--- src/mct_pkg.sv ---
// Package for the multiplexed countdown timers block.
// Holds payload structs, cell command and token types, and codes.
// No dependencies.
package mct_pkg;

   localparam int NUM_TIMERS_DEF = 32;
   localparam int TIME_BITS_DEF = 32;
   localparam int IDX_MAX_W = 6;
   localparam logic [30:0] MAX_TICKS = 31'h7FFF_FFFF;

   localparam logic [1:0] REQ_DECLARE = 2'd0;
   localparam logic [1:0] REQ_CANCEL = 2'd1;
   localparam logic [1:0] REQ_EXPIRE = 2'd2;
   localparam logic [1:0] REQ_SPARE = 2'd3;

   localparam logic [2:0] ST_DECLARED = 3'd0;
   localparam logic [2:0] ST_FULL = 3'd1;
   localparam logic [2:0] ST_CANCELLED = 3'd2;
   localparam logic [2:0] ST_UNUSED = 3'd3;
   localparam logic [2:0] ST_EXPIRY = 3'd4;

   typedef struct packed {
      logic [1:0]  req_type;
      logic [30:0] duration;
      logic [4:0]  slot;
      logic [31:0] now;
   } req_payload_type;

   typedef struct packed {
      logic [2:0]  status;
      logic [4:0]  given_slot;
      logic [31:0] expired_mask;
      logic        start_timer;
      logic [30:0] timer_load;
      logic        next_valid;
   } rsp_payload_type;

   typedef struct packed {
      logic                 valid;
      logic                 found_free;
      logic [IDX_MAX_W-1:0] free_idx;
      logic                 found;
      logic [IDX_MAX_W-1:0] best_idx;
      logic [30:0]          best_val;
   } tok_type;

   typedef struct packed {
      logic                 clear_fired;
      logic                 age_en;
      logic [31:0]          elapsed;
      logic                 kill_en;
      logic [IDX_MAX_W-1:0] kill_idx;
      logic                 wr_en;
      logic [IDX_MAX_W-1:0] wr_idx;
      logic [30:0]          wr_val;
   } cmd_type;

endpackage

--- src/mct_cell.sv ---
// One timer slot of the chain: active flag, remaining ticks, fired flag.
// Ages itself when the sweep token passes and hands the token on.
// Depends on mct_pkg.
module mct_cell #(
   parameter int IDX = 0
) (
   input  logic             clock,
   input  logic             reset,
   input  mct_pkg::cmd_type cmd,
   input  mct_pkg::tok_type tok_in,
   output mct_pkg::tok_type tok_out,
   output logic             active,
   output logic             fired
);

   localparam logic [mct_pkg::IDX_MAX_W-1:0] IDX_CODE = mct_pkg::IDX_MAX_W'(IDX);

   logic             active_ff, active_in;
   logic             fired_ff, fired_in;
   logic [30:0]      rem_ff, rem_in;
   mct_pkg::tok_type tok_ff, tok_in_nx;
   logic [30:0]      aged;

   assign aged = rem_ff - cmd.elapsed[30:0];

   always_comb begin
      active_in = active_ff;
      rem_in = rem_ff;
      fired_in = fired_ff & ~cmd.clear_fired;
      tok_in_nx = tok_in;
      if (tok_in.valid) begin
         if (!active_ff && !tok_in.found_free) begin
            tok_in_nx.found_free = 1'b1;
            tok_in_nx.free_idx = IDX_CODE;
         end
         if (active_ff && cmd.age_en) begin
            if ({1'b0, rem_ff} > cmd.elapsed) begin
               rem_in = aged;
               if (!tok_in.found || aged < tok_in.best_val) begin
                  tok_in_nx.found = 1'b1;
                  tok_in_nx.best_idx = IDX_CODE;
                  tok_in_nx.best_val = aged;
               end
            end else begin
               active_in = 1'b0;
               fired_in = 1'b1;
            end
         end
      end
      if (cmd.kill_en && cmd.kill_idx == IDX_CODE) begin
         active_in = 1'b0;
      end
      if (cmd.wr_en && cmd.wr_idx == IDX_CODE) begin
         active_in = 1'b1;
         rem_in = cmd.wr_val;
      end
   end

   always_ff @(posedge clock) begin
      if (reset) begin
         active_ff <= 1'b0;
         fired_ff <= 1'b0;
         tok_ff <= '0;
      end else begin
         active_ff <= active_in;
         fired_ff <= fired_in;
         tok_ff <= tok_in_nx;
      end
      rem_ff <= rem_in;
   end

   assign tok_out = tok_ff;
   assign active = active_ff;
   assign fired = fired_ff;

endmodule

--- config.mk ---
export PLATFORM = sky130hd
export DESIGN_NAME = mct_cell
export DESIGN_NICKNAME = d
export VERILOG_FILES = /design/src/mct_pkg.sv /design/src/mct_cell.sv
export SDC_FILE = /design/constraint.sdc
export NUM_CORES = 1
export LEC_CHECK = 0
export ABC_CLOCK_PERIOD_IN_PS = 5750
export BUFFER_PORTS_ARGS = -buffer_cell sky130_fd_sc_hd__buf_2
export CAP_MARGIN = 15
export CORE_UTILIZATION = 50
export CTS_CLUSTER_SIZE = 30
export DETAILED_ROUTE_END_ITERATION = 16
export GPL_TIMING_DRIVEN = 0
export PLACE_DENSITY = 0.78
export SKIP_CTS_REPAIR_TIMING = 1
export SYNTH_ARGS = -nofsm -noshare
export SYNTH_HDL_FRONTEND = slang
export SYNTH_SLANG_ARGS = --single-unit
--- constraint.sdc ---
create_clock -name clock -period 5.75 [get_ports clock]
set_input_delay 0.8625 -clock clock [delete_from_list [all_inputs] [get_ports clock]]
set_output_delay 0.8625 -clock clock [all_outputs]
set_load 0.1 [all_outputs]
==> impl_summary.log <==
[metrics] Crit. Startpoint: cmd[46]
[metrics] residual overflow from global routing: 0
[metrics] Mapped Nets: 895
[metrics] Iter 0 DRT Violations: 345
[metrics] share of post-route cells with drive strength above 1: 28.3%
[metrics] vias: 5806
[metrics] routed via count divided by cell count: 5.59
[metrics] starting utilization of the core area: 51.4%
[metrics] Sw Share: 33.8%
[metrics] met1 WL: 7540 µm
[metrics] maximum level of the CTS H-tree: 3
[metrics] post-synthesis instance area: 5870 µm²
[metrics] skew final: 0.0130 ns
[metrics] vias in the first global route: 5408
[metrics] average detailed-routed wire length per instance: 17.3 µm
[metrics] top cells by instance count after synthesis: 99 x nand2_1, 76 x inv_1, 61 x ha_1
[metrics] reg-to-reg critical path startpoint: rem_ff[1]
[metrics] initial antenna violation count: 0
[metrics] first-pass iteration count of the detailed router: 5
[metrics] share of the synthesized area in the top cell type: 16.4%
[metrics] share of the yosys chip area belonging to registers: 32.3%
[metrics] Root Buffer Master: clkbuf_16
[metrics] number of buffers on the longest clock path: 2
[metrics] leading register cell type out of synthesis: dfxtp_1
[metrics] antenna diode count: 0
[metrics] mean instance size in the synthesized netlist: 8.31 µm²
[metrics] count of final max-slew check failures: 0
[metrics] number of ports placed on the die boundary: 175
[metrics] cell-internal power: 1.13 mW
[metrics] DP Worst Slack: -0.357 ns
[metrics] Maximum Capacitance Violations: 0
[metrics] die extent in x: 110 µm
[metrics] HPWL after detailed placement: 13800 µm
[metrics] Synth Instances: 706
[metrics] number of nets with antenna violations after routing: 0
[metrics] critical setup path kind: in -> reg
[metrics] clock tree sinks: 79
[metrics] Hold Startpoint: fired
[metrics] relative contribution of the clock network to total power: 36.6%
[metrics] arrival time at the worst endpoint: 5.66 ns
[metrics] post-synthesis sequential element count: 79
[metrics] Required @ worst endpoint: 5.97 ns
[metrics] RSZ-0062 raised after global routing: false
[metrics] total core area: 11400 µm²
[metrics] number of buffer cells added on primary ports: 173
[metrics] slew of the pin with the lowest slew margin: 0.894 ns
[metrics] number of clock buffers inserted by TritonCTS: 9
[metrics] clock insertion delay at the later pin of the skew report: 0.35 ns
[metrics] switching power: 0.578 mW
[metrics] # rows: 39
[metrics] endpoint kind of the worst setup timing path: flop
[metrics] wire length of the first global-routing pass: 27100 µm
[metrics] area delta synth->final: 24.2%
[metrics] number of flops mapped to enable cells by yosys: 31
[metrics] Power per Cell Area: 235 nW/µm²
[metrics] f_max: 184 MHz
[metrics] min setup slack post-route: 0.311 ns
[metrics] met2 routed WL: 8320 µm
[metrics] sequential power share: 35.6%
[metrics] number of DRC violations after detailed routing: 0
[metrics] combinational cell fraction of total power: 27.8%
[metrics] sort of element at the start of the critical path: input pin
[metrics] cell accounting for the most synthesized area: dfxtp_1
[metrics] IR drop worst, VDD: 0.196 mV
[metrics] global router's overall resource usage: 30.2%
[metrics] post-synth cell types: 61
[metrics] post-CTS clock slew at the launch and capture registers of the worst setup and hold paths: 0.06 ns
[metrics] Tmin final: 5.44 ns
[metrics] count of warnings emitted by yosys: 0
[metrics] TritonCTS clock tree: built
[metrics] maximum number of pins on one net before global-route repair: 18
[metrics] CP max FO: 10
[metrics] status: complete, no violations
[metrics] highest layer used for signal routing: met4
[metrics] async set-or-reset flop fraction in the synthesized netlist: 0%
[metrics] most repeated cell in the gate-level netlist after synthesis: nand2_1
[metrics] standby leakage power: 3.67 nW
[metrics] share of the clock period used by the worst path after layout: 94.6%
[metrics] cells taking the most area after synthesis: dfxtp_1 16%, edfxtp_1 16%, ha_1 13%
[metrics] routed wire length on met3: 1480 µm
[metrics] slew margin rel.: 40.4%
[metrics] type of the most critical hold path: reg -> reg
[metrics] Setup Viol. Count Final: 0
[metrics] Die Footprint: 12200 µm²
[metrics] Hold Vio Cnt, Final: 0
[metrics] Final GP Congestion: 0.951
[metrics] sum of internal, switching and leakage power: 1.71 mW
[metrics] number of nets in the finished design: 1080
[metrics] Routed Wire Length: 18000 µm
[metrics] chip height: 110 µm
[metrics] number of fillers in the final layout: 1015
[sequential cells by signal, summed over array words and instances, names as in the netlist]
name and count:
active 1, fired 1, rem_ff 31, tok_out 46
[layout by cell type (no fill, tap or decap), types with 4 or more instances in the layout]
master and n:
nor2_1 42, ha_1 61, o21ai_0 19, o21a_1 6, nand2_2 17, a21oi_2 17, inv_1 76, o31ai_1 4
nor3_1 12, mux2_2 8, nor2b_1 6, xnor2_1 12, buf_2 179, nand3_1 10, xor2_1 12, edfxtp_1 31
nand4_1 11, and4_1 6, a21oi_1 58, and3_1 15, clkbuf_1 16, o311ai_0 4, nand2_1 99, nand2b_1 4
a21o_1 20, clkbuf_16 12, and2_1 13, dfxtp_1 48, a31oi_1 6
[layout make-up]
cell class | instances | area (µm²) | area share (%)
well taps | 143 | 179 | 2.46
clock inverters | 4 | 28.8 | 0.395
multi-input cells | 525 | 3550 | 48.8
flip-flops and latches | 79 | 1890 | 26.0
clock buffers | 12 | 300 | 4.12
repair buffers | 174 | 893 | 12.3
inverters | 76 | 285 | 3.92
plain buffers | 26 | 155 | 2.13
[metal layers]
metal,up-vias,GRT usage (%)
met4,0,14.0
met5,-,0
met1,2639,38.3
met2,270,50.5
li1,2853,-
met3,44,4.23
[worst max-delay path, cell delays in order]
cell and delay (ns):
buf_2 0.09, inv_1 0.11, ha_1 0.26, nor2b_1 0.15, o31a_1 0.25, o21a_1 0.21
o2111ai_1 0.40, a21oi_1 0.22, o21ai_1 0.34, nand2_1 0.11, xnor2_1 0.23, ha_1 0.29
a21o_1 0.16, a221oi_1 0.38, o2111ai_1 0.19, and3_1 0.25, nor2_2 0.48, buf_2 0.41
nand4_1 0.13, o311ai_0 0.13
[power groups by stage]
stage                     combinational (mW)  clock [mW]  sequential (mW)
after floorplan                        0.213           0            0.750
after global placement                 0.461           0            0.621
after detailed placement               0.469           0            0.621
after CTS                              0.472       0.629            0.609
after global routing                   0.517       0.650            0.611
final                                  0.475       0.626            0.609
[kinds of logic (layout without fill, tap and decap cells)]
family / after synthesis / after routing / share of synthesized area, %
buffers and inverters: 102 / 292 / 7.49
XOR/XNOR: 24 / 24 / 3.58
adder cells (fa/ha/maj): 62 / 62 / 13.4
AO/OA/AOI/OAI: 174 / 174 / 20.0
multiplexers: 9 / 9 / 1.71
flip-flops: 79 / 79 / 32.3
AND/OR/NAND/NOR: 256 / 256 / 21.6
[final timing paths]
path	depth (start not counted)	end	slack, ns
worst max-delay path	20	tok_out[21]	0.31
worst min-delay path	2	fired	0.50
worst max register to register	18	tok_out[21]	0.55
worst min register to register	2	fired	0.50
[stage by stage]
step                      hold WS [ns]  cell area, µm²  setup TNS (ns)  std cells  util (%)
after floorplan                  0.717            5870               0        706         -
after global placement           0.474            6910          -47.11       1022      60.5
after detailed placement         0.483            6950           -4.14       1023      60.9
after CTS                        0.493            7280        -0.00805       1039      63.7
after global routing             0.510            7290               0       1039      63.8
final                            0.496            7290               0       1039      63.8
Note: power is estimated with default switching activity, not from simulation.
